### config.mk
export PLATFORM = sky130hd
export DESIGN_NAME = riu_alu
export DESIGN_NICKNAME = d
export VERILOG_FILES = /design/src/design/assert_macros.svh /design/src/design/riu_pkg.sv /design/src/design/riu_alu.sv
export SDC_FILE = /design/constraint.sdc
export NUM_CORES = 1
export LEC_CHECK = 0
export CORE_MARGIN = 2
export CORE_UTILIZATION = 60
export DETAILED_ROUTE_END_ITERATION = 12
export DONT_BUFFER_PORTS = 1
export PLACE_DENSITY = 0.79
export SETUP_SLACK_MARGIN = 0.4
export SLEW_MARGIN = 25
export SYNTH_ARGS = -nofsm -noshare
export SYNTH_HDL_FRONTEND = slang
export SYNTH_SLANG_ARGS = --single-unit
### constraint.sdc
create_clock -name vclk -period 4.3
set_clock_uncertainty 0.15 [all_clocks]
set_input_delay 0.86 -clock vclk [all_inputs]
set_output_delay 0.86 -clock vclk [all_outputs]
set_load 0.05 [all_outputs]
### src/design/assert_macros.svh
// ----------------------------------------------------------------------------
// Assertion macros
// Shared concurrent assertion helpers for the immediate instruction unit.
// ----------------------------------------------------------------------------
`ifndef ASSERT_MACROS_SVH
`define ASSERT_MACROS_SVH

// Check that the consequent holds whenever the antecedent holds.
`define ASSERT_IMPL(label, clk, rst_n, ante, cons) \
    label: assert property (@(posedge clk) disable iff (!rst_n) (ante) |-> (cons)) \
        else $error("assertion failed: implication violated");

// Check that a condition is never seen.
`define ASSERT_NEVER(label, clk, rst_n, cond) \
    label: assert property (@(posedge clk) disable iff (!rst_n) !(cond)) \
        else $error("assertion failed: forbidden condition seen");

`endif

### src/design/riu_pkg.sv
// ----------------------------------------------------------------------------
// riu_pkg
// Types, opcodes and helper functions for the immediate instruction unit.
// ----------------------------------------------------------------------------
package riu_pkg;

    localparam int DEF_MEM_ADDR_BITS = 12;

    // Immediate-format opcodes
    localparam logic [5:0] OP_BEQ   = 6'h04;
    localparam logic [5:0] OP_BNE   = 6'h05;
    localparam logic [5:0] OP_ADDI  = 6'h08;
    localparam logic [5:0] OP_ADDIU = 6'h09;
    localparam logic [5:0] OP_SLTI  = 6'h0A;
    localparam logic [5:0] OP_SLTIU = 6'h0B;
    localparam logic [5:0] OP_ANDI  = 6'h0C;
    localparam logic [5:0] OP_ORI   = 6'h0D;
    localparam logic [5:0] OP_XORI  = 6'h0E;
    localparam logic [5:0] OP_LUI   = 6'h0F;
    localparam logic [5:0] OP_LB    = 6'h20;
    localparam logic [5:0] OP_LH    = 6'h21;
    localparam logic [5:0] OP_LW    = 6'h23;
    localparam logic [5:0] OP_LBU   = 6'h24;
    localparam logic [5:0] OP_LHU   = 6'h25;
    localparam logic [5:0] OP_SB    = 6'h28;
    localparam logic [5:0] OP_SH    = 6'h29;
    localparam logic [5:0] OP_SW    = 6'h2B;

    // Load extraction kinds
    typedef logic [2:0] t_ld_kind;
    localparam t_ld_kind LD_B  = 3'd0;
    localparam t_ld_kind LD_BU = 3'd1;
    localparam t_ld_kind LD_H  = 3'd2;
    localparam t_ld_kind LD_HU = 3'd3;
    localparam t_ld_kind LD_W  = 3'd4;

    // Memory access sizes
    typedef logic [1:0] t_mem_size;
    localparam t_mem_size SZ_BYTE = 2'd0;
    localparam t_mem_size SZ_HALF = 2'd1;
    localparam t_mem_size SZ_WORD = 2'd2;

    // Data memory request
    typedef struct packed {
        logic      rd;
        logic      wr;
        t_mem_size size;
    } t_mem_ctl;

    // Execute result of one instruction
    typedef struct packed {
        logic [31:0] npc;
        logic [31:0] val;
        logic [31:0] ea;
        logic [31:0] st_data;
        logic        wreg;
        logic        wmem;
        logic        ld;
        t_ld_kind    ld_kind;
        t_mem_size   size;
        logic        bad;
    } t_exec;

    // Shape a little-endian load word into the register value
    function automatic logic [31:0] load_ext(input logic [31:0] raw, input t_ld_kind kind);
        logic [31:0] v;
        begin
            unique case (kind)
                LD_B:    v = {{24{raw[7]}}, raw[7:0]};
                LD_BU:   v = {24'h000000, raw[7:0]};
                LD_H:    v = {{16{raw[15]}}, raw[15:0]};
                LD_HU:   v = {16'h0000, raw[15:0]};
                LD_W:    v = raw;
                default: v = raw;
            endcase
            return v;
        end
    endfunction

endpackage

### src/design/riu_alu.sv
// ----------------------------------------------------------------------------
// riu_alu
// Decode and execute of one immediate-format instruction: arithmetic,
// logic, compare, branch target and effective address.
// ----------------------------------------------------------------------------
module riu_alu
    import riu_pkg::*;
(
    input  logic [31:0] i_iw,
    input  logic [31:0] i_pc,
    input  logic [31:0] i_a,
    input  logic [31:0] i_b,
    output t_exec       o_exec
);

    logic [5:0]  op;
    logic [4:0]  rt;
    logic [31:0] zimm;
    logic [31:0] simm;
    logic [31:0] pc4;
    logic [31:0] target;

    assign op     = i_iw[31:26];
    assign rt     = i_iw[20:16];
    assign zimm   = {16'h0000, i_iw[15:0]};
    assign simm   = {{16{i_iw[15]}}, i_iw[15:0]};
    assign pc4    = i_pc + 32'd4;
    assign target = pc4 + {simm[29:0], 2'b00};

    // Decode and compute
    always_comb begin
        o_exec         = '0;
        o_exec.npc     = pc4;
        o_exec.ea      = i_a + simm;
        o_exec.st_data = i_b;
        o_exec.ld_kind = LD_W;
        o_exec.size    = SZ_WORD;
        unique case (op)
            OP_BEQ:   if (i_a == i_b) o_exec.npc = target;
            OP_BNE:   if (i_a != i_b) o_exec.npc = target;
            OP_ADDI, OP_ADDIU: begin
                o_exec.val  = i_a + simm;
                o_exec.wreg = 1'b1;
            end
            OP_SLTI: begin
                o_exec.val  = {31'd0, ($signed(i_a) < $signed(simm))};
                o_exec.wreg = 1'b1;
            end
            OP_SLTIU: begin
                o_exec.val  = {31'd0, (i_a < simm)};
                o_exec.wreg = 1'b1;
            end
            OP_ANDI: begin
                o_exec.val  = i_a & zimm;
                o_exec.wreg = 1'b1;
            end
            OP_ORI: begin
                o_exec.val  = i_a | zimm;
                o_exec.wreg = 1'b1;
            end
            OP_XORI: begin
                o_exec.val  = i_a ^ zimm;
                o_exec.wreg = 1'b1;
            end
            OP_LUI: begin
                o_exec.val  = {i_iw[15:0], 16'h0000};
                o_exec.wreg = 1'b1;
            end
            OP_LB: begin
                o_exec.ld = 1'b1; o_exec.ld_kind = LD_B; o_exec.wreg = 1'b1;
            end
            OP_LBU: begin
                o_exec.ld = 1'b1; o_exec.ld_kind = LD_BU; o_exec.wreg = 1'b1;
            end
            OP_LH: begin
                o_exec.ld = 1'b1; o_exec.ld_kind = LD_H; o_exec.wreg = 1'b1;
            end
            OP_LHU: begin
                o_exec.ld = 1'b1; o_exec.ld_kind = LD_HU; o_exec.wreg = 1'b1;
            end
            OP_LW: begin
                o_exec.ld = 1'b1; o_exec.ld_kind = LD_W; o_exec.wreg = 1'b1;
            end
            OP_SB: begin
                o_exec.wmem = 1'b1; o_exec.size = SZ_BYTE;
            end
            OP_SH: begin
                o_exec.wmem = 1'b1; o_exec.size = SZ_HALF;
            end
            OP_SW: begin
                o_exec.wmem = 1'b1; o_exec.size = SZ_WORD;
            end
            default: o_exec.bad = 1'b1;
        endcase
        // Register zero is never written
        if (rt == 5'd0) begin
            o_exec.wreg = 1'b0;
        end
    end

endmodule
==> flow_results.org, run 1 <==
** Run status
- The flow did not finish.
- The run ended at 4_1_cts.
- The first error in the log reads "[ERROR DPL-0038] Utilization greater than 100%, impossible to legalize".

** Logic synthesis
- In the synthesized netlist, mux cells make up 2.88% of the area.
- During synthesis, Yosys emitted a total of 0 warnings.
- Combinational family with the most area after synthesis :: compound AO/OA/AOI/OAI gates
- Synth Area in XOR/XNOR :: 15.7%
- Share of synthesized area occupied by flip-flops and latches :: 0%
- A synthesized cell averages 6.85 µm².
- Synthesized-area fraction occupied by adder cells :: 22.2%
- Counting every instance in the synthesized netlist gives 972.
- The synthesized netlist occupies a cell area of roughly 0.0067 mm².
- Syn Nets :: 1,217
- Share of synthesized cell area in and, or, nand and nor gates :: 21.1%
- Synthesized-area fraction occupied by ao, oa, aoi and oai cells :: 27.8%
- Cell variety after synth :: 64

** Placed design
- Once detailed placement completed, the half-perimeter wirelength came to 23,200 µm.
- Input and output buffers added on the ports amount to 0.
- RD Place Congestion :: 1.10

** Floorplan
- Chip Width :: 109 µm
- From bottom edge to top edge, the die measures 109 µm.
- Once the floorplan was initialized, standard cells occupied 61.4% of the core.
- For this design the top-level I/O count stands at 265.
- Placement row count :: 38

** Clocking
- Cts repair resizes :: between 200 and 250
- Buffers inserted to repair hold after CTS numbered 0.
- Post CTS Setup Buffer Count :: 67
[logic make-up after synthesis]
kind of cell	after synthesis
multiplexers	18
buffers and inverters	145
AND/OR/NAND/NOR	292
XOR/XNOR	119
adder cells (fa/ha/maj)	117
AO/OA/AOI/OAI	281
[cell usage after synthesis, types with 6 or more instances]
cell      count  area [µm²]
a21o_1       34         255
a21oi_1      73         365
a22o_1       10        87.6
a22oi_1       9        67.6
a31oi_1      12        75.1
and2_1        8        50.1
and3_1       12        75.1
buf_2        10        50.1
buf_4        34         255
clkbuf_1     27         101
ha_1        115        1440
inv_1        68         255
mux2_2        9         101
mux2i_1       9        90.1
nand2_1     104         390
nand2b_1      8        50.1
nand3_1      27         135
nand4_1      15        93.8
nor2_1       59         221
nor2b_1      12        75.1
nor3_1       13        65.1
nor4_1       11        68.8
o211ai_1     10        75.1
o21a_1        6        45.0
o21ai_0      62         310
o21bai_1     13        97.6
o22a_1        8        70.1
o31ai_1       8        60.1
xnor2_1      59         517
xor2_1       60         526
[through the flow]
step	setup TNS [ns]	instances	setup slack (ns)	util [%]	cell area (µm²)
after detailed placement	-8.17	1257	-0.657	88.8	9630
after global placement	-5.61	1257	-0.481	88.8	9630
after floorplan	-2.95	972	-0.260	-	7980
==> inputs of run 2 (changes only) <==
Settings changed: CORE_UTILIZATION 60 to 40, PLACE_DENSITY 0.79 to default, PLACE_DENSITY_LB_ADDON from default to 0.15, SETUP_SLACK_MARGIN 0.4 to default.
Clock period 4.3 ns to 5.6 ns, I/O delays scaled along.
==> run 2 against run 1 <==
The run now ends clean. Area after synthesis unchanged. Synthesized cell count unchanged.
==> flow_results.org, run 2 <==
** Run status
- Run status: complete, no violations (was aborted with a tool error).

** Route
- After detailed routing, the total wire length is between 20,000 and 25,000 µm.
- The pre-antenna-repair detailed-routing pass consisted of 5 iterations.
- Vias after detailed routing :: 7,062
- Post-route ant nets :: 0
- Dividing the detail-routed via count by the number of cells gives 5.67.
- Count of unresolved DRC violations after routing :: 0
- DRT iter0 DRCs :: 450
- After detailed routing, the average wire length per cell comes to 19.5 µm.

** Critical path
- Worst-path maximum fanout :: 4
- Kind of end point of the critical path :: output port
- Timing startpoint of the critical path :: i_pc[8]
- Among all stages on the critical path, the largest delay is contributed by ha_1.
- Sequence of cells on the critical path :: and3_1 -> nand3_1 -> buf_4 -> nor2_1 -> buf_4 -> nand3_1 -> xnor2_2 -> buf_4 -> ha_1 -> a21oi_1 -> a31oi_1 -> o21ai_0 -> buf_4 -> o21ai_4 -> buf_4 -> nand3_2 -> o31ai_2 -> xnor2_1 -> o21ai_2 -> buf_6
- Among the stages of the critical path, the cell type that occurs most often is buf_4.
- Critical path start-end classification :: primary input to output port
- At the worst endpoint, the arrival time is 4.12 ns.
- CP max stage delay :: between 0.2 and 0.3 ns
- The worst setup path is launched from a primary input.
- Critical path required time :: 4.33 ns

** STA
- Tmin final :: 5.39 ns
- The tightest hold path in the finished design has a slack of between 2 and 2.5 ns.
- Max_slew headroom :: between 20% and 30%
- Timing would allow up to ~190 MHz.
- At the pin with the least slew margin, the transition time is approximately 1.1 ns.
- Final-report hold violation count :: 0
- Setup-failing EPs final :: 0
- Number of max-slew violations in the final report :: 0
- Setup repair after global routing could not meet its margin everywhere.
- Final Cycle Share :: 96.2%

** Power and ir drop
- The design draws 1.02 mW.
- Total power divided by cell area :: 129 mW/mm²
- Lkg Pwr :: 3.83 nW
- Maximum VDD drop :: 0.0740 mV

** Placed design
- The total placed cells including tap cells is 1,240 (was 1,257).
- Number of buffer cells added on primary ports :: 0 (unchanged)
- Final HPWL DP :: 20,400 µm (was 23,200 µm)
- The final weighted congestion of routability-driven global placement came to 0.942 (was 1.10).
- Cell area reported after detailed placement :: 0.00768 mm² (was 0.00963 mm²)

** Min path
- The worst hold path was traced through 0 stages.
- In this run the most critical hold path is launched from i_b[8].
- Worst hold-check path type :: primary input to output port
- Hold-critical path endpoint :: o_exec[17]

** Layout
- Cells with a size suffix above 1 make up 18.4% of the layout.
- Across the whole layout, storage elements account for 0 µm².
- Leaving out fill and tap cells, the most frequent cells in the layout are 111 x ha_1, 111 x buf_4, 104 x nand2_1.
- Fill cells :: between 1,500 and 2,000
- Area growth from synthesis to layout :: 18.7%
- Summing all non-filler instances in the final layout gives an area of 0.00791 mm².
- Number of sequential cells :: 0
- Non-Filler Instances :: 1,246
- The repair_antennas step left the layout with diodes totalling 0.
- After layout, the clock buffer instance count stands at 0.
- For this run, the post-layout net count is 1,273.

** Logic synthesis
- Area share of the leading cell type in the synthesized netlist :: 21.6% (unchanged)
- Share of synthesized area occupied by flip-flops and latches :: 0% (unchanged)
- Yosys warns :: 0 (unchanged)
- The post-synthesis compound-gate area fraction is 27.8% (unchanged).
- Top cell type by total area after synthesis :: ha_1 (unchanged)
- The xor/xnor share of the synthesized area is 15.7% (unchanged).
- The post-synthesis area per instance is 6.85 µm² (unchanged).
- The number of nets in the synthesized netlist was 1,217 (unchanged).
- Ranking of synthesized cells by instance count: 115 x ha_1, 104 x nand2_1, 73 x a21oi_1, 68 x inv_1, 62 x o21ai_0 (unchanged).
- The number of distinct library cell variants in the gate-level netlist after synthesis is 64 (unchanged).
- The multiplexer area fraction after synthesis is 2.88% (unchanged).
- The cell area after synthesis is 0.00666 mm² (unchanged).
- The largest family of logic cells by synthesized area is compound AO/OA/AOI/OAI gates (unchanged).
- Largest cells by area after synthesis: ha_1 22%, xor2_1 7.9%, xnor2_1 7.8%, nand2_1 5.9%, a21oi_1 5.5% (unchanged).
- Share of synthesized cell area in and, or, nand and nor gates :: 21.1% (unchanged)
- Post-synthesis cell count :: 972 (unchanged)
- Most numerous cell in the Yosys netlist :: ha_1 (unchanged)
- Synthesized-area fraction occupied by adder cells :: 22.2% (unchanged)

** Floorplan
- Core area :: 0.0164 mm²
- The die width is 133 µm (was 109 µm).
- The effective utilization at floorplan was 40.6% (was 61.4%).
- Die footprint :: 0.0177 mm²
- Number of top-level pins :: 265 (unchanged)
- The number of core rows is 47 (was 38).
- The die span in y came to 133 µm (was 109 µm).

** GRT
- Global routing used 25.9% of the available tracks.
- Wire length of the first global-routing pass :: 36,600 µm
- The number of global-route vias before repair came to 6,591.
- The number of antenna violations at the first check in global routing was 0.
- Entering global routing, the biggest net connects 37 pins.
- For this run the aggregate overflow at the end of global routing stands at 0.

** Run
- Number of violations of the max-capacitance limit :: 0

** Clocking
- The number of hold-repair buffers added at the cts stage came to 0 (unchanged).
[run 2: kinds of logic (layout without fill, tap and decap cells)]
kind of cell / count (synthesis) / after routing
multiplexers: 18 / 18
adder cells (fa/ha/maj): 117 / 117
XOR/XNOR: 119 / 119
AO/OA/AOI/OAI: 281 / 281
buffers and inverters: 145 / 199
AND/OR/NAND/NOR: 292 / 292
[run 2: metal layers]
layer	up-vias	routed length [µm]	track usage, %
li1	3512	-	-
met1	3269	10500	33.8
met2	255	11200	43.8
met3	26	1770	4.52
met4	0	746	6.93
met5	-	0	0
[run 2: area by class of cell]
class	instances	area, µm²	share of cell area (%)
well taps	220	275	3.48
inverters	69	259	3.28
repair buffers	130	1200	15.1
multi-input cells	827	6170	78.1
[run 2: per-stage QoR]
step | setup WS, ns | TNS (ns) | utilization, %
floorplan | -0.174 | -0.174 | -
global placement | 0.00158 | 0 | 46.8
detailed placement | -0.0314 | -0.0314 | 46.8
CTS | -0.00721 | -0.00912 | 47.0
global route | -0.0364 | -0.0364 | 48.2
finish | 0.211 | 0 | 48.2
[run 2: how the worst max path moves through the flow]
stage / endpoint / slack [ns] / depth (start not counted)
3_5_place_dp: o_exec[135] / -0.03 / 18
3_3_place_gp: o_exec[135] / 0.002 / 18
4_1_cts: o_exec[133] / -0.007 / 17
5_1_grt: o_exec[135] / -0.04 / 20
6_report: o_exec[135] / 0.21 / 20
2_1_floorplan: o_exec[135] / -0.17 / 18
[run 2: power breakdown]
part / internal (mW) / switching (mW)
Sequential: 0 / 0
Clock: 0 / 0
Combinational: 0.366 / 0.652
[run 2: critical path: cells and delay by family]
family	cells	cell delay, ns
buffers and inverters	6	0.96
AO/OA/AOI/OAI	6	0.88
AND/OR/NAND/NOR	5	0.59
XOR/XNOR	2	0.28
adder cells (fa/ha/maj)	1	0.28
[run 2: what timing repair did]
item                                    CTS  global route
pin swaps                                 0            15
buffers inserted                          0             6
resized for setup                         6            34
endpoints found under the setup margin    1            10
gates cloned                              0             0
(Power assumes the default switching activity.)
