[src/design/assert_macros.svh]
// ----------------------------------------------------------------------------
// Assertion macros
// Shared concurrent assertion helpers for the immediate instruction unit.
// ----------------------------------------------------------------------------
`ifndef ASSERT_MACROS_SVH
`define ASSERT_MACROS_SVH

// Check that the consequent holds whenever the antecedent holds.
`define ASSERT_IMPL(label, clk, rst_n, ante, cons) \
    label: assert property (@(posedge clk) disable iff (!rst_n) (ante) |-> (cons)) \
        else $error("assertion failed: implication violated");

// Check that a condition is never seen.
`define ASSERT_NEVER(label, clk, rst_n, cond) \
    label: assert property (@(posedge clk) disable iff (!rst_n) !(cond)) \
        else $error("assertion failed: forbidden condition seen");

`endif

[src/design/riu_pkg.sv]
// ----------------------------------------------------------------------------
// riu_pkg
// Types, opcodes and helper functions for the immediate instruction unit.
// ----------------------------------------------------------------------------
package riu_pkg;

    localparam int DEF_MEM_ADDR_BITS = 12;

    // Immediate-format opcodes
    localparam logic [5:0] OP_BEQ   = 6'h04;
    localparam logic [5:0] OP_BNE   = 6'h05;
    localparam logic [5:0] OP_ADDI  = 6'h08;
    localparam logic [5:0] OP_ADDIU = 6'h09;
    localparam logic [5:0] OP_SLTI  = 6'h0A;
    localparam logic [5:0] OP_SLTIU = 6'h0B;
    localparam logic [5:0] OP_ANDI  = 6'h0C;
    localparam logic [5:0] OP_ORI   = 6'h0D;
    localparam logic [5:0] OP_XORI  = 6'h0E;
    localparam logic [5:0] OP_LUI   = 6'h0F;
    localparam logic [5:0] OP_LB    = 6'h20;
    localparam logic [5:0] OP_LH    = 6'h21;
    localparam logic [5:0] OP_LW    = 6'h23;
    localparam logic [5:0] OP_LBU   = 6'h24;
    localparam logic [5:0] OP_LHU   = 6'h25;
    localparam logic [5:0] OP_SB    = 6'h28;
    localparam logic [5:0] OP_SH    = 6'h29;
    localparam logic [5:0] OP_SW    = 6'h2B;

    // Load extraction kinds
    typedef logic [2:0] t_ld_kind;
    localparam t_ld_kind LD_B  = 3'd0;
    localparam t_ld_kind LD_BU = 3'd1;
    localparam t_ld_kind LD_H  = 3'd2;
    localparam t_ld_kind LD_HU = 3'd3;
    localparam t_ld_kind LD_W  = 3'd4;

    // Memory access sizes
    typedef logic [1:0] t_mem_size;
    localparam t_mem_size SZ_BYTE = 2'd0;
    localparam t_mem_size SZ_HALF = 2'd1;
    localparam t_mem_size SZ_WORD = 2'd2;

    // Data memory request
    typedef struct packed {
        logic      rd;
        logic      wr;
        t_mem_size size;
    } t_mem_ctl;

    // Execute result of one instruction
    typedef struct packed {
        logic [31:0] npc;
        logic [31:0] val;
        logic [31:0] ea;
        logic [31:0] st_data;
        logic        wreg;
        logic        wmem;
        logic        ld;
        t_ld_kind    ld_kind;
        t_mem_size   size;
        logic        bad;
    } t_exec;

    // Shape a little-endian load word into the register value
    function automatic logic [31:0] load_ext(input logic [31:0] raw, input t_ld_kind kind);
        logic [31:0] v;
        begin
            unique case (kind)
                LD_B:    v = {{24{raw[7]}}, raw[7:0]};
                LD_BU:   v = {24'h000000, raw[7:0]};
                LD_H:    v = {{16{raw[15]}}, raw[15:0]};
                LD_HU:   v = {16'h0000, raw[15:0]};
                LD_W:    v = raw;
                default: v = raw;
            endcase
            return v;
        end
    endfunction

endpackage

[src/design/riu_regfile.sv]
// ----------------------------------------------------------------------------
// riu_regfile
// 32 x 32 register file, two registered read ports, one write port, with
// per-entry valid bits so that reset reads as zero and write-first bypass.
// ----------------------------------------------------------------------------
`include "assert_macros.svh"

module riu_regfile
    import riu_pkg::*;
(
    input  logic        i_clk,
    input  logic        i_rst_n,
    input  logic        i_re,
    input  logic [4:0]  i_raddr_a,
    input  logic [4:0]  i_raddr_b,
    input  logic        i_we,
    input  logic [4:0]  i_waddr,
    input  logic [31:0] i_wdata,
    output logic [31:0] o_rdata_a,
    output logic [31:0] o_rdata_b
);

    logic [31:0] r_mem [32];
    logic [31:0] r_vld;
    logic [31:0] r_data_a;
    logic [31:0] r_data_b;
    logic        r_ok_a;
    logic        r_ok_b;
    logic        r_hit_a;
    logic        r_hit_b;
    logic [31:0] r_wd;

    // Track written entries; unwritten entries read as zero
    always_ff @(posedge i_clk) begin
        if (!i_rst_n) begin
            r_vld <= '0;
        end else if (i_we) begin
            r_vld[i_waddr] <= 1'b1;
        end
    end

    // Write the array
    always_ff @(posedge i_clk) begin
        if (i_we) begin
            r_mem[i_waddr] <= i_wdata;
        end
    end

    // Read both ports, capture a same-edge write for bypass
    always_ff @(posedge i_clk) begin
        if (i_re) begin
            r_data_a <= r_mem[i_raddr_a];
            r_data_b <= r_mem[i_raddr_b];
            r_ok_a   <= r_vld[i_raddr_a];
            r_ok_b   <= r_vld[i_raddr_b];
            r_hit_a  <= i_we && (i_waddr == i_raddr_a);
            r_hit_b  <= i_we && (i_waddr == i_raddr_b);
            r_wd     <= i_wdata;
        end
    end

    assign o_rdata_a = r_hit_a ? r_wd : (r_ok_a ? r_data_a : 32'h0);
    assign o_rdata_b = r_hit_b ? r_wd : (r_ok_b ? r_data_b : 32'h0);

    `ASSERT_NEVER(a_no_zero_write, i_clk, i_rst_n, i_we && (i_waddr == 5'd0))

endmodule

[config.mk]
export PLATFORM = sky130hd
export DESIGN_NAME = riu_regfile
export DESIGN_NICKNAME = d
export VERILOG_FILES = /design/src/design/riu_pkg.sv /design/src/design/riu_regfile.sv
export VERILOG_INCLUDE_DIRS = /design/src /design/src/design
export SDC_FILE = /design/constraint.sdc
export NUM_CORES = 1
export LEC_CHECK = 0
export BUFFER_PORTS_ARGS = -buffer_cell sky130_fd_sc_hd__buf_2
export CAP_MARGIN = 0
export CORE_ASPECT_RATIO = 1.5
export CORE_MARGIN = 1
export CORE_UTILIZATION = 40
export DETAILED_ROUTE_END_ITERATION = 6
export SLEW_MARGIN = 20
export SYNTH_ARGS = -nofsm -noshare
export SYNTH_HDL_FRONTEND = slang
export SYNTH_SLANG_ARGS = --single-unit
[constraint.sdc]
create_clock -name i_clk -period 3.7 [get_ports i_clk]
set_input_delay 1.11 -clock i_clk [delete_from_list [all_inputs] [get_ports i_clk]]
set_output_delay 1.11 -clock i_clk [all_outputs]
set_load 0.01 [all_outputs]
==> results.sh, run 1 <==
export IMPL_port_buffer_count=114
export IMPL_synth_yosys_seq_area_share=0.635
export IMPL_htreeDepth=3
export IMPL_max_capacitance_violation_total=0
export IMPL_power_leakage_nw=22.9
export IMPL_min_delay_path_class="flop to flop"
export IMPL_fp_row_count=165
export IMPL_report_final_setup_viol=0
export IMPL_tritoncts="built"
export IMPL_proportion_of_layout_cells_with_a_drive_suffix_above_1=0.135
export IMPL_syn2layout_area_growth_pct=14.1
export IMPL_synthCells=3734
export IMPL_final_hold_violation_count=0
export IMPL_post_layout_nonfiller_instances=5724
export IMPL_dieWidth_um=302
export IMPL_power_switching_mw=6.88
export IMPL_route_detailed_drc=0
export IMPL_synth_yosys_warnings=0
export IMPL_internal_power_mw=22.4
export IMPL_final_max_slew_violation_count=0
export IMPL_antenna_violations_before_repair=13
export IMPL_p_sw_frac=0.235
export IMPL_numClockSinks=1156
export IMPL_numPlacedInstances=5515
export IMPL_synth_adder_area_share=0
export IMPL_post_synth_xor_area_fraction=0.00162
export IMPL_place_detailed_hpwl_mm=102
export IMPL_final_setup_skew_ps=20.5
export IMPL_yosys_area_top_type="sky130_fd_sc_hd__edfxtp_1"
export IMPL_rsz_0062_raised_after_global_routing="no"
export IMPL_worst_setup_path_start_kind="flop"
export IMPL_power_density_mw_per_mm2=473
export IMPL_overflow_left_after_global_routing=0
export IMPL_post_synth_instance_area_mm2=0.0541
export IMPL_initial_utilization=0.402
export IMPL_fin_crit_sh=0.942
export IMPL_tightestPinTransition_ps=832
export IMPL_nets=3927
export IMPL_route_vias_total=35200
export IMPL_post_synthesis_compound_gate_area_fraction=0.0894
export IMPL_path_clk_slew_ps=60
export IMPL_route_antenna_remaining_nets=0
export IMPL_drt_first_iter_violations=3082
export IMPL_route_final_wire_length_mm=176
export IMPL_synthTopCellsByArea="sky130_fd_sc_hd__edfxtp_1, sky130_fd_sc_hd__mux2i_1, sky130_fd_sc_hd__a22o_1"
export IMPL_finalSetupTns_ps=0
export IMPL_slowest_delay_ps=540
export IMPL_cp_data_arrival_time_ps=2380
export IMPL_worst_setup_path_type="flop to output port"
export IMPL_finalWeightedCongestion=0.838
export IMPL_avgRoutedWirePerCell_um=30.7
export IMPL_max_freq_ghz=0.287
export IMPL_synth_cell_types=32
export IMPL_clockBufferDepth=3
export IMPL_power_share_clock=0.403
export IMPL_clkLatencyLatePin_ps=740
export IMPL_run_status="finished, final reports clean"
export IMPL_avgViaCountPerCell=6.15
export IMPL_floorplan_die_area_mm2=0.137
export IMPL_worstPathCellList="buf_4 -> a22o_1 -> buf_2"
export IMPL_synth_top_family_by_area="multiplexers"
export IMPL_critical_path_required_ps=2590
export IMPL_synth_area_per_cell_um2=14.5
export IMPL_ir_worst_vdd_v=0.000408
export IMPL_synth_seq_cells=1156
export IMPL_capturing_element_type_of_the_critical_path="output port"
export IMPL_grt_total_usage=0.253
export IMPL_share_seq_of_total_power=0.505
export IMPL_grt_max_degree=71
export IMPL_cpMaxStageDelayCell="sky130_fd_sc_hd__buf_4"
export IMPL_max_slew_margin_rel=0.445
export IMPL_synth_mux_area_fraction=0.195
export IMPL_die_height_um=453
export IMPL_grt_first_pass_wirelength_mm=249
export IMPL_boundaryPins=115
export IMPL_cts_root_buf="sky130_fd_sc_hd__clkbuf_16"
export IMPL_synth_net_count=3785
export IMPL_layout_min_cycle_time_ps=3490
export IMPL_power_frac_comb=0.092
export IMPL_yosys_area_top_type_share=0.623
export IMPL_drt_pass1_iter_count=7
export IMPL_post_synth_and_or_nand_nor_area_fraction=0.0447
export IMPL_dpl_cell_area_mm2=0.0580
export IMPL_post_cts_resized_instances=0
export IMPL_total_clock_buffers_created_by_cts=110
export IMPL_core_area_mm2=0.135
export IMPL_grt_pass1_vias=35800
export IMPL_crit_path_max_fanout=33
export IMPL_design_area_mm2=0.0618
critical path, delay by kind of cell (launching register included):
kind,cells,cell delay [ps]
AOI/OAI and AO/OA,1,440
buffers and inverters,2,740
DFF,1,390
cells in the final DEF, fill, tap and decap left out, types with 86 or more instances in the layout:
cell type	n
sky130_fd_sc_hd__nand3_1	200
sky130_fd_sc_hd__buf_2	111
sky130_fd_sc_hd__a22o_1	194
sky130_fd_sc_hd__clkbuf_16	111
sky130_fd_sc_hd__buf_4	120
sky130_fd_sc_hd__nand2_1	203
sky130_fd_sc_hd__buf_12	86
sky130_fd_sc_hd__a22oi_1	198
sky130_fd_sc_hd__a21oi_1	198
sky130_fd_sc_hd__edfxtp_1	1124
sky130_fd_sc_hd__mux2i_1	1056
kinds of logic after synthesis:
| family | Yosys count |
|---|---|
| buffers and inverters | 289 |
| flip-flops | 1156 |
| AO/OA/AOI/OAI | 690 |
| XOR/XNOR | 10 |
| AND/OR/NAND/NOR | 533 |
| multiplexers | 1056 |
through the flow:
| step | power, mW | hold slack [ps] | setup slack (ps) | utilization |
|---|---|---|---|---|
| finish | 29.2 | 493 | 213 | 0.459 |
| global route | 30.0 | 502 | 202 | 0.459 |
| CTS | 29.4 | 491 | 185 | 0.459 |
| detailed placement | 17.7 | 477 | 405 | 0.431 |
| global placement | 17.7 | 468 | 419 | 0.431 |
| floorplan | 16.5 | 461 | 56.9 | - |
final timing paths:
check	from	end	slack (ps)	depth (start not counted)
max	r_hit_b	o_rdata_b[7]	210	3
min	r_vld[17]	r_vld[17]	490	1
max reg2reg	r_mem[5][11]	r_data_a[11]	2000	5
min reg2reg	r_vld[17]	r_vld[17]	490	1
flip-flops by register name, summed over array words and instances, names as in the netlist:
name / cells
r_vld: 32
r_ok_b: 1
r_mem: 1024
r_hit_a: 1
r_wd: 32
r_data_a: 32
r_data_b: 32
r_hit_b: 1
r_ok_a: 1
routing by layer:
metal,share of wire,track usage,vias up
met5,0.00053,0,-
met4,0.047,0.120,14
met3,0.057,0.0295,432
met2,0.51,0.451,1388
met1,0.38,0.301,18300
li1,-,-,15000
Yosys cell counts:
library cell               number
sky130_fd_sc_hd__edfxtp_1    1124
sky130_fd_sc_hd__mux2i_1     1056
sky130_fd_sc_hd__nand2_1      205
sky130_fd_sc_hd__nand3_1      200
sky130_fd_sc_hd__a21oi_1      198
sky130_fd_sc_hd__a22oi_1      198
sky130_fd_sc_hd__a22o_1       194
sky130_fd_sc_hd__buf_2         90
sky130_fd_sc_hd__clkbuf_1      75
sky130_fd_sc_hd__a31oi_1       66
sky130_fd_sc_hd__nor3_1        66
sky130_fd_sc_hd__buf_4         52
sky130_fd_sc_hd__buf_6         50
sky130_fd_sc_hd__nor2_1        33
sky130_fd_sc_hd__dfxtp_1       32
sky130_fd_sc_hd__o21a_1        32
sky130_fd_sc_hd__clkbuf_4      11
sky130_fd_sc_hd__buf_1          9
sky130_fd_sc_hd__xor2_1         8
sky130_fd_sc_hd__nor2b_1        6
sky130_fd_sc_hd__nand3b_1       5
sky130_fd_sc_hd__nand2b_1       4
sky130_fd_sc_hd__or3b_1         3
sky130_fd_sc_hd__and2_1         2
sky130_fd_sc_hd__and3_1         2
sky130_fd_sc_hd__buf_8          2
sky130_fd_sc_hd__nor2_2         2
sky130_fd_sc_hd__nor4_1         2
sky130_fd_sc_hd__o21ai_0        2
sky130_fd_sc_hd__or2_1          2
sky130_fd_sc_hd__xnor2_1        2
sky130_fd_sc_hd__or3_1          1
final cells by class:
cell class | instances | area [µm²]
sequential | 1156 | 34400
fill | 11800 | 72800
multi-input combinational | 2289 | 18200
antenna | 2 | 5.00
clock buffer | 134 | 2920
clock inverter | 71 | 813
timing repair buffer | 319 | 3210
tap | 1753 | 2190
repair_timing:
action	in CTS	in global routing
setup buffers	2	0
hold endpoints to repair	0	0
hold buffers	0	0
endpoints found under the setup margin	47	0
power by group through the flow:
| stage | sequential, mW | clock [mW] | combinational (mW) |
|---|---|---|---|
| floorplan | 15.0 | 0 | 1.55 |
| global placement | 15.0 | 0 | 2.64 |
| detailed placement | 15.0 | 0 | 2.65 |
| CTS | 14.8 | 11.9 | 2.66 |
| global route | 14.8 | 12.4 | 2.81 |
| finish | 14.8 | 11.8 | 2.68 |
(Power assumes the default switching activity.)
==> inputs of run 2 (changes only) <==
--- a/config.mk
+++ b/config.mk
@@ -12,6 +12,7 @@
 export CORE_MARGIN = 1
 export CORE_UTILIZATION = 40
 export DETAILED_ROUTE_END_ITERATION = 6
+export PLACE_DENSITY_LB_ADDON = 0.15
 export SLEW_MARGIN = 20
 export SYNTH_ARGS = -nofsm -noshare
 export SYNTH_HDL_FRONTEND = slang
==> run 2 against run 1 <==
  * The run now ends with design-rule violations left
  * Clock skew grew 5.2 ps
  * Routed wire length grew 5.5%
  * Total power shrank 0.84%
  * Sequential share of layout area grew 0.23 points
  * Utilization shrank 0.19 points
  * Clock power is essentially flat
  * Critical path depth grew 1
  * Setup slack gained 17 ps
  * Final cell count is essentially flat
  * Largest cell class unchanged
  * Largest power group unchanged
==> results.sh, run 2 (synthesis results as in run 1) <==
export IMPL_route_vias_total=35100
export IMPL_die_height_um=453
export IMPL_drt_first_iter_violations=2751
export IMPL_grt_pass1_vias=35600
export IMPL_worstPathCellList="nor2b_4 -> buf_4 -> a22o_1 -> buf_2"
export IMPL_violations="design-rule violations"
export IMPL_final_setup_skew_ps=25.7
export IMPL_min_delay_start="r_vld[17]"
export IMPL_final_max_slew_violation_count=0
export IMPL_report_final_setup_viol=0
export IMPL_worst_r2r_cell_count=5
export IMPL_avgRoutedWirePerCell_um=32.4
export IMPL_worst_setup_path_type="flop to output port"
export IMPL_final_hold_violation_count=0
export IMPL_drt_pass1_iter_count=7
export IMPL_nets=3926
export IMPL_worst_hold_path_stage_count=1
export IMPL_power_density_mw_per_mm2=471
export IMPL_avgViaCountPerCell=6.13
export IMPL_boundaryPins=115
export IMPL_timing_hold_worst_endpoint="r_vld[17]"
export IMPL_total_clock_buffers_created_by_cts=112
export IMPL_power_leakage_nw=22.8
export IMPL_htreeDepth=3
export IMPL_grt_total_usage=0.267
export IMPL_crit_path_max_fanout=16
export IMPL_top_register="r_mem"
export IMPL_max_freq_ghz=0.288
export IMPL_cts_post_setup_buffers_inserted=0
export IMPL_numClockSinks=1156
export IMPL_capturing_element_type_of_the_critical_path="output port"
export IMPL_syn2layout_area_growth_pct=13.6
export IMPL_tightestPinTransition_ps=796
export IMPL_post_layout_total_power_mw=29.0
export IMPL_cpMaxStageDelayCell="sky130_fd_sc_hd__edfxtp_1"
export IMPL_layout_min_cycle_time_ps=3470
export IMPL_grt_max_degree=72
export IMPL_route_detailed_drc=4
export IMPL_run_status="finished with violations"
export IMPL_rsz_0062_raised_after_global_routing="no"
export IMPL_dieWidth_um=302
export IMPL_min_delay_path_class="flop to flop"
export IMPL_clkLatencyLatePin_ps=730
export IMPL_ff2ff_setup_slack_ps=2090
export IMPL_port_buffer_count=114
export IMPL_ir_worst_vdd_v=0.000349
export IMPL_regToRegEndpoint="r_data_b[14]"
export IMPL_tritoncts="built"
export IMPL_fin_crit_sh=0.938
export IMPL_initial_utilization=0.402
export IMPL_place_detailed_hpwl_mm=108
export IMPL_final_cell_mix="sky130_fd_sc_hd__edfxtp_1, sky130_fd_sc_hd__mux2i_1, sky130_fd_sc_hd__nand2_1"
export IMPL_path_clk_slew_ps=60
export IMPL_max_slew_margin_rel=0.467
export IMPL_core_area_mm2=0.135
export IMPL_max_capacitance_violation_total=0
export IMPL_floorplan_die_area_mm2=0.137
export IMPL_layout_commonest_cell="sky130_fd_sc_hd__edfxtp_1"
export IMPL_grt_first_pass_wirelength_mm=259
export IMPL_slowest_delay_ps=480
export IMPL_worst_r2r_startpoint="r_mem[3][14]"
export IMPL_route_final_wire_length_mm=186
export IMPL_worst_setup_path_start_kind="flop"
export IMPL_critical_path_required_ps=2590
export IMPL_fp_row_count=165
export IMPL_finalSetupTns_ps=0
export IMPL_cp_data_arrival_time_ps=2360
export IMPL_clockBufferDepth=3
export IMPL_cts_root_buf="sky130_fd_sc_hd__clkbuf_16"
export IMPL_post_cts_resized_instances=0
export IMPL_route_antenna_remaining_nets=0
export IMPL_antenna_violations_before_repair=23
export IMPL_finalWeightedCongestion=0.805
export IMPL_post_cts_hold_fix_bufs=0
export IMPL_flip_flop_count_of_the_largest_register_after_layout=1024
export IMPL_overflow_left_after_global_routing=0
export IMPL_proportion_of_layout_cells_with_a_drive_suffix_above_1=0.134
-- run 2: cell types whose count changed in the layout (fill, tap and decap cells not counted), moves of 4 or more --
cell | before | now
sky130_fd_sc_hd__clkinv_2 | 21 | 26
sky130_fd_sc_hd__clkbuf_4 | 0 | 4
sky130_fd_sc_hd__clkbuf_16 | 111 | 115
sky130_fd_sc_hd__clkbuf_8 | 6 | 1
sky130_fd_sc_hd__bufinv_16 | 16 | 11
sky130_fd_sc_hd__buf_12 | 86 | 79
-- run 2: worst max-delay path by stage --
stage / slack, ps / depth (start not counted) / startpoint / to
3_3_place_gp: 490 / 7 / i_raddr_b[2] / r_data_b[20]
3_5_place_dp: 480 / 7 / i_raddr_b[2] / r_data_b[20]
5_1_grt: 220 / 4 / r_ok_a / o_rdata_a[5]
6_report: 230 / 4 / r_ok_a / o_rdata_a[5]
2_1_floorplan: 60 / 3 / i_waddr[4] / r_mem[19][0]
4_1_cts: 230 / 4 / r_ok_a / o_rdata_a[5]
-- run 2: cell type report --
class / count / area, µm²
fill: 12000 / 73100
sequential: 1156 / 34400
multi-input combinational: 2289 / 18200
timing repair buffer: 316 / 3100
clock buffer: 136 / 2980
tap: 1753 / 2190
clock inverter: 67 / 613
antenna: 2 / 5.00
-- run 2: where the power goes --
part	switching [mW]	internal, mW	total [mW]
sequential	0.147	14.6	14.8
clock	5.05	6.47	11.5
combinational	1.73	0.960	2.69
total	6.92	22.1	29.0
-- run 2: through the flow --
step / instance area (µm²) / util / hold slack, ps / cells / setup WS, ps
after floorplan: 54100 / - / 461 / 3734 / 56.9
after global placement: 57900 / 0.430 / 471 / 5514 / 493
after detailed placement: 57900 / 0.430 / 476 / 5514 / 476
after CTS: 61500 / 0.457 / 491 / 5717 / 228
after global routing: 61500 / 0.457 / 501 / 5718 / 219
final: 61500 / 0.457 / 489 / 5719 / 231
-- run 2: critical path, delay by kind of cell (launching register included) --
family | cells | cell delay, ps
AO/OA/AOI/OAI | 1 | 400
buffers and inverters | 2 | 550
flip-flops | 1 | 480
AND/OR/NAND/NOR | 1 | 200
-- run 2: per-layer routing --
metal / global-route usage / wire length, µm / vias up
met1: 0.339 / 75900 / 18400
met3: 0.0379 / 10400 / 378
met2: 0.456 / 91600 / 1207
li1: - / - / 15000
met4: 0.107 / 7520 / 24
met5: 0 / 149 / -
